<file path="src/hw/rtl/cfd_pkg.sv">
// Types and constants of the CAN frame serial deframer.
package cfd_pkg;

    localparam logic [7:0] BYTE_START = 8'hFD;
    localparam logic [7:0] BYTE_END   = 8'hBF;

    // bytes carried in one result beat
    localparam int unsigned OUT_BYTES = 8;
    localparam int unsigned ID_W      = 12;
    localparam int unsigned LEN_W     = 4;
    localparam int unsigned OUT_W     = ID_W + LEN_W + 8 * OUT_BYTES;

    typedef enum logic [2:0] {
        PH_HUNT   = 3'd0,
        PH_HEADER = 3'd1,
        PH_IDLOW  = 3'd2,
        PH_DATA   = 3'd3,
        PH_END    = 3'd4
    } t_phase;

endpackage

</file>
<file path="src/hw/rtl/can_frame_serial_deframer.sv">
// Top level: serial byte stream to CAN-style frame deframer.
// A byte beat lands in the input register and is parsed from there; the result beat
//   for a good end byte is registered in the output register that drives o_m_tvalid.
// Throughput: one byte per cycle; the parser stalls only while a finished result
//   waits in the output register and the staged byte is a good end byte.
// Reset (i_rst_n low, synchronous): parser hunts for the start byte, counters,
//   held ID/length and payload bytes clear, both registers empty.
module can_frame_serial_deframer #(
    parameter int unsigned MAX_PAYLOAD = 8
) (
    input  logic                      i_clk,
    input  logic                      i_rst_n,
    input  logic                      i_s_tvalid,
    output logic                      o_s_tready,
    input  logic [7:0]                i_s_tdata,   // [7:0] rx_byte
    output logic                      o_m_tvalid,
    input  logic                      i_m_tready,
    // [11:0] frame_id, [15:12] data_length, [23:16] data_0 .. [79:72] data_7
    output logic [cfd_pkg::OUT_W-1:0] o_m_tdata
);
    import cfd_pkg::*;

    // input register
    logic                 r_in_valid;
    logic [7:0]           r_in_byte;

    // parser state
    t_phase               r_phase, n_phase;
    logic [LEN_W-1:0]     r_left,  n_left;
    logic [ID_W-1:0]      r_id,    n_id;
    logic [LEN_W-1:0]     r_len,   n_len;
    logic [7:0]           r_store [MAX_PAYLOAD];

    // output register
    logic                 r_out_valid;
    logic [OUT_W-1:0]     r_out_data;

    // control from the parser decode
    logic                 n_clear;    // header accepted: wipe payload
    logic                 n_wr;       // data byte to store
    logic                 n_emit;     // good end byte: result beat
    logic                 w_proceed;  // staged byte is consumed this cycle
    logic [LEN_W-1:0]     w_idx;      // payload slot of a data byte
    logic [7:0]           w_data [OUT_BYTES];
    logic [OUT_W-1:0]     w_frame;

    // A staged byte waits only if it would emit while the last result is still held and i_m_tready is low.
    assign w_proceed  = r_in_valid && (!n_emit || !r_out_valid || i_m_tready);
    assign o_s_tready = !r_in_valid || w_proceed;
    assign o_m_tvalid = r_out_valid;
    assign o_m_tdata  = r_out_data;

    assign w_idx = r_len - r_left;

    always_ff @(posedge i_clk) begin
        if (!i_rst_n) begin
            r_in_valid <= 1'b0;
        end else if (o_s_tready) begin
            r_in_valid <= i_s_tvalid;
        end
    end

    always_ff @(posedge i_clk) begin
        if (o_s_tready && i_s_tvalid) begin
            r_in_byte <= i_s_tdata;
        end
    end

    // Parser next state: one byte per step.
    always_comb begin
        n_phase = r_phase;
        n_left  = r_left;
        n_id    = r_id;
        n_len   = r_len;
        n_clear = 1'b0;
        n_wr    = 1'b0;
        n_emit  = 1'b0;
        case (r_phase)
            PH_HEADER: begin
                if (r_in_byte[7:4] > LEN_W'(MAX_PAYLOAD)) begin
                    // oversize length: drop and hunt again, byte not rescanned
                    n_phase = PH_HUNT;
                end else begin
                    n_len   = r_in_byte[7:4];
                    n_id    = {r_in_byte[3:0], 8'h00};
                    n_clear = 1'b1;
                    n_phase = PH_IDLOW;
                end
            end
            PH_IDLOW: begin
                n_id    = r_id | {4'h0, r_in_byte};
                n_left  = r_len;
                n_phase = (r_len == '0) ? PH_END : PH_DATA;
            end
            PH_DATA: begin
                n_wr   = 1'b1;
                n_left = (r_left != '0) ? (r_left - 1'b1) : '0;
                if (n_left == '0) begin
                    n_phase = PH_END;
                end
            end
            PH_END: begin
                // wrong end byte drops the frame silently
                n_phase = PH_HUNT;
                n_emit  = (r_in_byte == BYTE_END);
            end
            default: begin
                n_phase = (r_in_byte == BYTE_START) ? PH_HEADER : PH_HUNT;
            end
        endcase
    end

    always_ff @(posedge i_clk) begin
        if (!i_rst_n) begin
            r_phase <= PH_HUNT;
            r_left  <= '0;
            r_id    <= '0;
            r_len   <= '0;
        end else if (w_proceed) begin
            r_phase <= n_phase;
            r_left  <= n_left;
            r_id    <= n_id;
            r_len   <= n_len;
        end
    end

    // Payload store: cleared on reset and on an accepted header.
    always_ff @(posedge i_clk) begin
        if (!i_rst_n) begin
            for (int k = 0; k < int'(MAX_PAYLOAD); k++) begin
                r_store[k] <= 8'h00;
            end
        end else if (w_proceed) begin
            for (int k = 0; k < int'(MAX_PAYLOAD); k++) begin
                if (n_clear) begin
                    r_store[k] <= 8'h00;
                end else if (n_wr && (w_idx == LEN_W'(k))) begin
                    r_store[k] <= r_in_byte;
                end
            end
        end
    end

    // Result bytes: slots at or past the length, or past the store, read zero.
    for (genvar g = 0; g < int'(OUT_BYTES); g++) begin : g_out
        if (g < int'(MAX_PAYLOAD)) begin : g_stored
            assign w_data[g] = (LEN_W'(g) < r_len) ? r_store[g] : 8'h00;
        end else begin : g_none
            assign w_data[g] = 8'h00;
        end
        assign w_frame[ID_W+LEN_W+8*g +: 8] = w_data[g];
    end
    assign w_frame[ID_W-1:0]         = r_id;
    assign w_frame[ID_W+LEN_W-1:ID_W] = r_len;

    always_ff @(posedge i_clk) begin
        if (!i_rst_n) begin
            r_out_valid <= 1'b0;
        end else if (w_proceed && n_emit) begin
            r_out_valid <= 1'b1;
        end else if (i_m_tready) begin
            r_out_valid <= 1'b0;
        end
    end

    always_ff @(posedge i_clk) begin
        if (w_proceed && n_emit) begin
            r_out_data <= w_frame;
        end
    end

endmodule

</file>
<file path="config.mk">
export PLATFORM = sky130hd
export DESIGN_NAME = can_frame_serial_deframer
export DESIGN_NICKNAME = d
export VERILOG_FILES = /design/src/hw/rtl/cfd_pkg.sv /design/src/hw/rtl/can_frame_serial_deframer.sv
export SDC_FILE = /design/constraint.sdc
export NUM_CORES = 1
export LEC_CHECK = 0
export BUFFER_PORTS_ARGS = -buffer_cell sky130_fd_sc_hd__buf_2
export CAP_MARGIN = 40
export CORE_MARGIN = 1
export CORE_UTILIZATION = 40
export CTS_BUF_LIST = sky130_fd_sc_hd__clkbuf_4 sky130_fd_sc_hd__clkbuf_8
export DETAILED_ROUTE_END_ITERATION = 12
export GPL_TIMING_DRIVEN = 0
export PLACE_DENSITY = 0.57
export SLEW_MARGIN = 20
export SYNTH_ARGS = -nofsm -noshare
export SYNTH_HDL_FRONTEND = slang
export SYNTH_SLANG_ARGS = --single-unit
</file>
<file path="constraint.sdc">
create_clock -name i_clk -period 8.6 [get_ports i_clk]
set_input_delay 1.72 -clock i_clk [delete_from_list [all_inputs] [get_ports i_clk]]
set_output_delay 1.72 -clock i_clk [all_outputs]
set_load 0.02 [all_outputs]
</file>
==> out/metrics.cfg, run 1 <==
[status]
status=complete, no violations

[grt]
overflow=0
grt_start_max_net_pins=55
track_usage_pct=15.9
first_global_vias=4004
grt_antenna_before_repair=0
grt_pass1_wl_mm=21.0

[placed_design]
pre_cts_ws_ns=4.44
portBuffers=92
globalplace.congestion=0.796
dp_hpwl_mm=8.87

[yosys]
synth_top_family_by_area=simple AND/OR/NAND/NOR gates
synth_edf_count=152
synthMuxAreaShare_pct=1.29
syn-num-nets=511
synth_common_cells=edfxtp_1, and2_1, nor2b_1, nand2_1, dfxtp_1
mappedNetlistArea_um2=6980
synthFlopType=edfxtp_1
synthTopCellsByArea=edfxtp_1, dfxtp_1, and2_1
synthXorXnorAreaFrac_pct=0.376
yosysTopAreaCell=edfxtp_1
syn_avg_cell_area_um2=14.1
yosysMostFrequentCell=edfxtp_1
synth_top_area_share_pct=65.4
synth_seq_cells=177
synth_compound_area_share_pct=4.93
synthSimpleGateAreaFrac_pct=17.4
synthCells=495
synthAdderAreaFrac_pct=0.824
ys_seq_area_share_pct=72.5
synth_async_sr_flop_share_pct=0
yosys_warnings=0
ys_types=48

[min_path]
min_from=r_id[2]
hp-class=reg -> reg

[clock_tree]
postCtsResizedCells=0
clk_pin_slew_ns=0.09
post-cts-setup-buffer-count=0
cts_sinks=177
hold_buffers=0
insertion_delay_ns=0.47
cts_tree=built
numCtsBuffers=17
clockRootBuffer=clkbuf_8
cts_buffer_depth=2
htree_levels=4

[sta]
worst_slew_pin_slew_ns=0.800
finalCritPeriodShare_pct=48.5
finalHoldViolCount=0
rsz0062_at_grt=false
drv_slew=0
fmax_mhz=240
setup_tns_ns=0
slew_headroom_pct=46.4
clock_skew_ns=0.0149
setup_viol=0
fin_ws_ns=4.43
layout_min_cycle_time_ns=4.17

[routing]
drc=0
via_per_inst=4.85
post_drt_wl_per_cell_um=15.8
ant_nets=0
vias=4097
first_pass_iters=5
postRouteWirelength_mm=13.4
drt_iter0_drc=303

[worst_setup_path]
r2r_start=r_len[0]
crit_arrival_ns=2.45
critical_path_peak_fanout=3
crit_type=in -> out
cp-startpoint=i_m_tready
endpoint_kind=primary output
required_ns=6.88
start_kind=primary input

[power_and_ir_drop]
power_mw=1.54
peakVddDrop_uv=94.7
p_leak_nw=2.99
p_per_area_nw_per_um2=189

[flow_run]
max-cap-violations=0

[die]
io-pin-count=94
start_util_pct=41.5
fp.dieH_um=134
die_w_um=134
core-area_um2=16800
dieArea_um2=18000
rows=47

[final_layout]
antenna-diode-count=0
area_growth_syn_to_layout_pct=16.6
nets=628
n_fill_cell=1526
drive_gt1_share_pct=23.5

==> cell usage in the layout, fill, tap and decap left out, types with 4 or more instances in the layout <==
| cell type | netlist | layout |
|---|---|---|
| clkbuf_1 | 19 | 19 |
| buf_4 | 2 | 4 |
| mux2i_1 | 9 | 9 |
| o21ai_0 | 5 | 5 |
| nor3_1 | 12 | 12 |
| a211oi_2 | 4 | 4 |
| edfxtp_1 | 152 | 152 |
| a21oi_1 | 18 | 18 |
| dfxtp_1 | 25 | 25 |
| clkbuf_8 | 0 | 18 |
| clkinv_2 | 0 | 5 |
| nand2_1 | 28 | 28 |
| nor2b_1 | 52 | 52 |
| and2_1 | 58 | 58 |
| nor2_1 | 21 | 21 |
| buf_2 | 2 | 97 |
| nand2b_1 | 7 | 7 |
| nor4_1 | 18 | 18 |
| inv_1 | 17 | 17 |
==> through the flow <==
step,instances,area (um2),util (%),hold WS (ns)
floorplan,495,6980,-,0.408
global placement,807,7720,45.9,0.413
detailed placement,812,7770,46.2,0.423
CTS,844,8140,48.4,0.445
global route,845,8140,48.4,0.456
finish,845,8140,48.4,0.443
==> per-layer routing <==
layer  part of all wire, %  track usage [%]
met1                    46             21.2
met2                    46             24.8
met3                   5.2             3.33
met4                   2.4             7.74
met5                     0                0
==> worst paths after layout <==
| check | end | slack (ns) | depth (start not counted) |
|---|---|---|---|
| hold / removal | o_m_tdata[2] | 0.44 | 0 |
| setup reg to reg | r_store[2][2] | 5.31 | 9 |
| setup / recovery | o_s_tready | 4.43 | 5 |
| hold reg to reg | o_m_tdata[2] | 0.44 | 0 |
==> cells by family (layout without fill, tap and decap cells) <==
family / after synthesis / after routing
AO/OA/AOI/OAI: 46 / 46
XOR/XNOR: 3 / 3
adder cells (fa/ha/maj): 4 / 4
buffers and inverters: 43 / 173
flip-flops: 177 / 177
multiplexers: 9 / 9
AND/OR/NAND/NOR: 213 / 213
==> sequential cells by signal, summed over array words and instances, names as in the netlist <==
name / count
o_m_tdata: 80
o_m_tvalid: 1
r_id: 12
r_in_byte: 8
r_in_valid: 1
r_left: 4
r_len: 4
r_phase: 3
r_store: 64
==> where the power goes <==
group          total [mW]  internal, mW  switching, mW
Clock               0.531         0.239          0.291
Combinational      0.0620        0.0179         0.0441
Sequential          0.947         0.940        0.00639
==> area by class of cell <==
class | instances | area [um2] | area share (%)
Buffer | 26 | 123 | 1.51
Clock buffer | 19 | 255 | 3.13
Tap cell | 220 | 275 | 3.38
Inverter | 17 | 63.8 | 0.784
Clock inverter | 13 | 109 | 1.34
Multi-Input combinational cell | 275 | 1740 | 21.3
Timing Repair Buffer | 98 | 518 | 6.36
Sequential cell | 177 | 5060 | 62.2
==> critical path: stages <==
cell and delay [ns]:
buf_2 0.10, nor2b_1 0.18, and3_1 0.25, inv_1 0.05
buf_2 0.15
No activity file was read; power rests on OpenSTA's default activity.
==> run 2, diff against run 1 <==
ABC_AREA = 1   (was unset)
PLACE_DENSITY = 0.59   (was 0.57)
clock period = 3.8 ns   (was 8.6 ns; I/O delays follow)
==> out/metrics.cfg, run 2 <==
[clock_tree]
numCtsBuffers=17  ; unchanged
htree_levels=4  ; unchanged
cts_sinks=177  ; unchanged
clockRootBuffer=clkbuf_8
cts_tree=built
post-cts-setup-buffer-count=0  ; unchanged
hold_buffers=0  ; unchanged
cts_buffer_depth=2  ; unchanged
postCtsResizedCells=0  ; unchanged
clk_pin_slew_ns=0.09  ; about the same
insertion_delay_ns=0.46  ; about the same

[sta]
layout_min_cycle_time_ns=2.85
drv_slew=0  ; unchanged
setup_tns_ns=0  ; unchanged
finalCritPeriodShare_pct=74.9
fmax_mhz=351
holdWs_ns=0.444  ; +0.00133 ns
clock_skew_ns=0.0112  ; -0.00370 ns
worst_slew_pin_slew_ns=0.695  ; -0.105 ns
fin_ws_ns=0.953  ; -3.47 ns
slew_headroom_pct=53.4  ; +7.0 points
finalHoldViolCount=0  ; unchanged
rsz0062_at_grt=false
setup_viol=0  ; unchanged

[yosys]
synthFlopType=edfxtp_1
mappedNetlistArea_um2=7030  ; +0.70%
syn-num-nets=603  ; +18%
synth_seq_cells=177  ; unchanged
yosys_warnings=0  ; unchanged
yosysTopAreaCell=edfxtp_1
synth_top_area_share_pct=64.9  ; -0.45 points
synth_edf_count=152  ; unchanged
synthTopCellsByArea=edfxtp_1, dfxtp_1, nor2_1
synthCells=587  ; +19%
ys_types=36  ; -25%
syn_avg_cell_area_um2=12.0  ; -15%
ys_seq_area_share_pct=72.0  ; -0.50 points
synth_async_sr_flop_share_pct=0  ; unchanged
synth_common_cells=edfxtp_1, nor2_1, inv_1, nand2_1, dfxtp_1
yosysMostFrequentCell=edfxtp_1

[final_layout]
final_cell_mix=edfxtp_1, nor2_1, inv_1, buf_2, nand2_1
mostFrequentLayoutCell=edfxtp_1
antenna-diode-count=0  ; unchanged
area_growth_syn_to_layout_pct=16.6  ; about the same
largest_reg_flops=80  ; unchanged
drive_gt1_share_pct=24.3  ; +0.74 points
n_fill_cell=1586  ; +3.9%
nets=716  ; +14%
design_area_um2=8190  ; +0.61%

[worst_setup_path]
required_ns=3.96  ; -2.92 ns
start_kind=flip-flop
max_stage_delay_ns=0.61  ; +0.36 ns
endpoint_kind=flip-flop
crit_family=adder cells
path_cells=inv_1, ha_1, inv_1, fa_1, nand2_1, nor2_1, nand2_1, o21ai_0, buf_2
crit_buf_inv=3  ; unchanged
critical_path_peak_fanout=6  ; +3
crit_arrival_ns=3.01  ; +0.56 ns
critical-path-slowest-cell=fa_1
crit_type=reg -> reg

[die]
dieArea_um2=18100  ; +0.69%
fp.dieH_um=135  ; +0.34%
io-pin-count=94  ; unchanged
core-area_um2=17200  ; +2.5%
die_w_um=135  ; +0.34%
rows=48  ; +2.1%
start_util_pct=40.8  ; -0.72 points

[routing]
first_pass_iters=5  ; unchanged
vias=4255  ; +3.9%
drc=0  ; unchanged
via_per_inst=4.54  ; -6.4%
post_drt_wl_per_cell_um=14.1  ; -11%
postRouteWirelength_mm=13.2  ; -1.2%
drt_iter0_drc=245  ; -19%
ant_nets=0  ; unchanged

[status]
status=complete, no violations

[power_and_ir_drop]
p_per_area_nw_per_um2=434  ; +130%
power_mw=3.56  ; +130%
peakVddDrop_uv=198  ; +110%
p_leak_nw=3.39  ; +13%

[grt]
grt_antenna_before_repair=0  ; unchanged
grt_pass1_wl_mm=20.9  ; -0.49%
first_global_vias=4156  ; +3.8%
track_usage_pct=15.5  ; -0.43 points
grt_start_max_net_pins=46  ; -16%
overflow=0  ; unchanged

[placed_design]
place_area_um2=7800  ; +0.32%
dp_hpwl_mm=9.11  ; +2.7%
portBuffers=92  ; unchanged
pre_cts_ws_ns=0.960  ; -3.48 ns
globalplace.congestion=0.802  ; +0.79%

[flow_run]
max-cap-violations=0  ; unchanged

[min_path]
hp-class=reg -> reg

[run 2: cell type report]
class | count | area [um2] | area share, %
repair buffers | 94 | 485 | 5.92
clock inverters | 13 | 133 | 1.62
flip-flops and latches | 177 | 5060 | 61.8
well taps | 225 | 282 | 3.44
multi-input cells | 293 | 1510 | 18.4
inverters | 111 | 419 | 5.12
clock buffers | 19 | 262 | 3.19
plain buffers | 6 | 43.8 | 0.534
[run 2: worst register-to-register path: cells and delay by family, from the launching register on]
family	cells	cell delay (ns)
compound gates	1	0.37
fa+ha+maj	2	0.80
simple gates	3	0.49
buf+inv	3	0.51
flops	1	0.39
[run 2: report_power, final]
| group | internal [mW] | switching, mW |
|---|---|---|
| Combinational | 0.0270 | 0.0982 |
| Sequential | 2.13 | 0.0206 |
| Clock | 0.619 | 0.662 |
[run 2: logic make-up (layout without fill, tap and decap cells)]
family / after synthesis / in the layout / share of synthesized area (%)
AOI/OAI and AO/OA: 35 / 35 / 2.62
xor gates and xnor gates: 5 / 5 / 0.730
adders and majority gates: 4 / 4 / 0.819
buffers and inverters: 117 / 243 / 6.55
DFF: 177 / 177 / 72.0
and+or+nand+nor: 249 / 249 / 17.2
[run 2: per-stage QoR]
step                      utilization (%)  instances
after floorplan                         -        587
after global placement               45.1        904
after detailed placement             45.3        906
after CTS                            47.5        938
after global routing                 47.5        938
final                                47.5        938
[run 2: path summary, 6_finish.rpt]
| path | slack (ns) | startpoint | cells past startpoint | end |
|---|---|---|---|---|
| max | 0.95 | r_len[0] | 9 | r_store[6][4] |
| min | 0.44 | r_id[7] | 0 | o_m_tdata[7] |
| max reg2reg | 0.95 | r_len[0] | 9 | r_store[6][4] |
| min reg2reg | 0.44 | r_id[7] | 0 | o_m_tdata[7] |
[run 2: routing by layer]
metal / up-vias / track usage (%) / share of wire, %
met3: 20 / 4.35 / 5.3
li1: 2139 / - / -
met5: - / 0 / 0
met1: 1975 / 20.3 / 46
met4: 0 / 5.43 / 1.7
met2: 121 / 24.7 / 47
==> run 3, diff against run 2 <==
ABC_AREA = 0   (was 1)
PLACE_DENSITY = 0.57   (was 0.59)
clock period = 2.65 ns   (was 3.8 ns; I/O delays follow)
==> out/metrics.cfg, run 3 (synthesized netlist as in run 1, its figures left out) <==
[status]
status=complete, no violations

[clock_tree]
cts_buffer_depth=2  ; unchanged
cts_tree=built
cts_sinks=177  ; unchanged
numCtsBuffers=17  ; unchanged
hold_buffers=0  ; unchanged
clockRootBuffer=clkbuf_8
htree_levels=4  ; unchanged
insertion_delay_ns=0.47  ; about the same
clk_pin_slew_ns=0.10  ; about the same

[die]
core-area_um2=16800  ; -2.4%
rows=47  ; -2.1%
fp.dieH_um=134  ; -0.34%
start_util_pct=41.5  ; +0.72 points
dieArea_um2=18000  ; -0.68%
io-pin-count=94  ; unchanged
die_w_um=134  ; -0.34%

[sta]
setup_tns_ns=0  ; unchanged
fin_ws_ns=0.0740  ; -0.879 ns
drv_slew=0  ; unchanged
finalHoldViolCount=0  ; unchanged
finalCritPeriodShare_pct=97.2  ; +22 points
layout_min_cycle_time_ns=2.58  ; -0.271 ns
slew_headroom_pct=47.1  ; -6.2 points
clock_skew_ns=0.0173  ; +0.00606 ns
setup_viol=0  ; unchanged
worst_slew_pin_slew_ns=0.793  ; +0.0981 ns
fmax_mhz=388  ; +11%

[final_layout]
antenna-diode-count=0  ; unchanged
final_cell_count_no_fill=864  ; -7.9%
largest_reg_flops=80  ; unchanged
final_util_pct=51.1  ; +3.6 points
drive_gt1_share_pct=29.7  ; +5.4 points
nets=647  ; -9.6%
n_fill_cell=1464  ; -7.7%
mostFrequentLayoutCell=edfxtp_1
final_cell_mix=edfxtp_1, buf_2, and2_1, nor2b_1, nand2_1
area_growth_syn_to_layout_pct=23.2

[placed_design]
dp_hpwl_mm=8.87  ; -2.7%
pre_cts_ws_ns=-0.569  ; -1.53 ns
portBuffers=92  ; unchanged
globalplace.congestion=0.812  ; +1.2%
placed_cells=811  ; -10%

[min_path]
hp-class=in -> reg

[power_and_ir_drop]
sw_frac_of_total_pct=21.3  ; -0.61 points
p_per_area_nw_per_um2=630  ; +45%
intPower_mw=4.26  ; +53%
comb_power_share_pct=4.2  ; +0.7 points
peakVddDrop_uv=298  ; +50%
p_seq_share_pct=56.7  ; -3.8 points
switchingPower_mw=1.16  ; +48%
power_mw=5.41  ; +52%
pwr-share-clk_pct=39.0  ; +3.0 points
p_leak_nw=3.18  ; -6.2%

[routing]
dr_wl_met3_um=713  ; +1.7%
postRouteWirelength_mm=13.7  ; +3.6%
vias=4166  ; -2.1%
wl_met2_mm=6.85  ; +11%
first_pass_iters=4  ; -1
drc=0  ; unchanged
ant_nets=0  ; unchanged
drt_iter0_drc=227  ; -7.3%
via_per_inst=4.82  ; +6.3%
highest-signal-layer=met4
m1WireLength_mm=5.90  ; -3.3%
post_drt_wl_per_cell_um=15.8  ; +12%

[worst_setup_path]
crit_family=compound AO/OA/AOI/OAI gates
path_cells=inv_2, ha_4, a21o_1, or3_4, buf_6, a211o_1, buf_6, o41ai_4, buf_6
cp-startpoint=r_left[2]
reg2reg_depth=9  ; unchanged
cpMostUsedCell=buf_6
crit_cells=9  ; unchanged
max_stage_delay_ns=0.39  ; -0.22 ns
required_ns=2.83  ; -1.13 ns
critical_path_peak_fanout=8  ; +2
r2r_start=r_left[2]
critical-path-slowest-cell=or3_4
crit_buf_inv=4  ; +1
endpoint_kind=flip-flop
ff2ff_setup_slack_ns=0.07  ; -0.88 ns
start_kind=flip-flop
crit_type=reg -> reg
crit_arrival_ns=2.76  ; -0.25 ns
crit_path_end=r_store[7][3]
r2r_end=r_store[7][3]

[flow_run]
max-cap-violations=0  ; unchanged

[grt]
first_global_vias=4037  ; -2.9%
track_usage_pct=16.0  ; +0.56 points
overflow=0  ; unchanged
grt_antenna_before_repair=0  ; unchanged
grt_start_max_net_pins=52  ; +13%
grt_pass1_wl_mm=21.1  ; +1.0%

[run 3: layout make-up]
type                    count  area [um2]  area share (%)
flip-flops and latches    177        5080            59.1
multi-input cells         275        1890            22.0
repair buffers            118         691            8.03
well taps                 220         275            3.20
clock buffers              17         234            2.72
clock inverters            15         229            2.66
plain buffers              25         136            1.59
inverters                  17        63.8           0.742
[run 3: worst reg2reg max path, stage by stage (launching register included)]
cell	delay, ns
dfxtp_2	0.37
inv_2	0.06
ha_4	0.25
a21o_1	0.20
or3_4	0.39
buf_6	0.13
a211o_1	0.26
buf_6	0.14
o41ai_4	0.29
buf_6	0.18
[run 3: metal layers]
| metal | track usage (%) | vias up |
|---|---|---|
| met5 | 0 | - |
| met4 | 6.62 | 0 |
| met3 | 4.88 | 14 |
| met2 | 26.5 | 118 |
| met1 | 19.6 | 1981 |
| li1 | - | 2053 |
[run 3: how the worst min path moves through the flow]
| stage | startpoint | endpoint | depth (start not counted) |
|---|---|---|---|
| global placement | r_len[3] | o_m_tdata[15] | 0 |
| global route | i_s_tdata[7] | r_in_byte[7] | 1 |
| floorplan | r_id[10] | o_m_tdata[10] | 0 |
| CTS | i_s_tdata[7] | r_in_byte[7] | 1 |
| finish | i_s_tdata[7] | r_in_byte[7] | 1 |
| detailed placement | r_id[8] | o_m_tdata[8] | 0 |
[run 3: per-stage QoR]
stage	area (um2)	hold slack [ns]
after global routing	8600	0.194
after detailed placement	7840	0.418
after CTS	8500	0.196
after global placement	7780	0.416
final	8600	0.235
after floorplan	7050	0.408
[run 3: what timing repair did]
action / in CTS / in global routing
endpoints found under the hold margin: 0 / 0
pin swaps: 10 / 3
setup endpoints to repair: 97 / 64
resized for setup: 23 / 6
buffers inserted: 12 / 9
[run 3: power groups by stage]
stage | logic [mW] | clock network, mW | registers, mW
2_1_floorplan | 0.136 | 0 | 3.13
3_3_place_gp | 0.198 | 0 | 3.14
3_5_place_dp | 0.208 | 0 | 3.14
4_1_cts | 0.224 | 2.17 | 3.07
5_1_grt | 0.249 | 2.27 | 3.08
6_report | 0.229 | 2.11 | 3.07
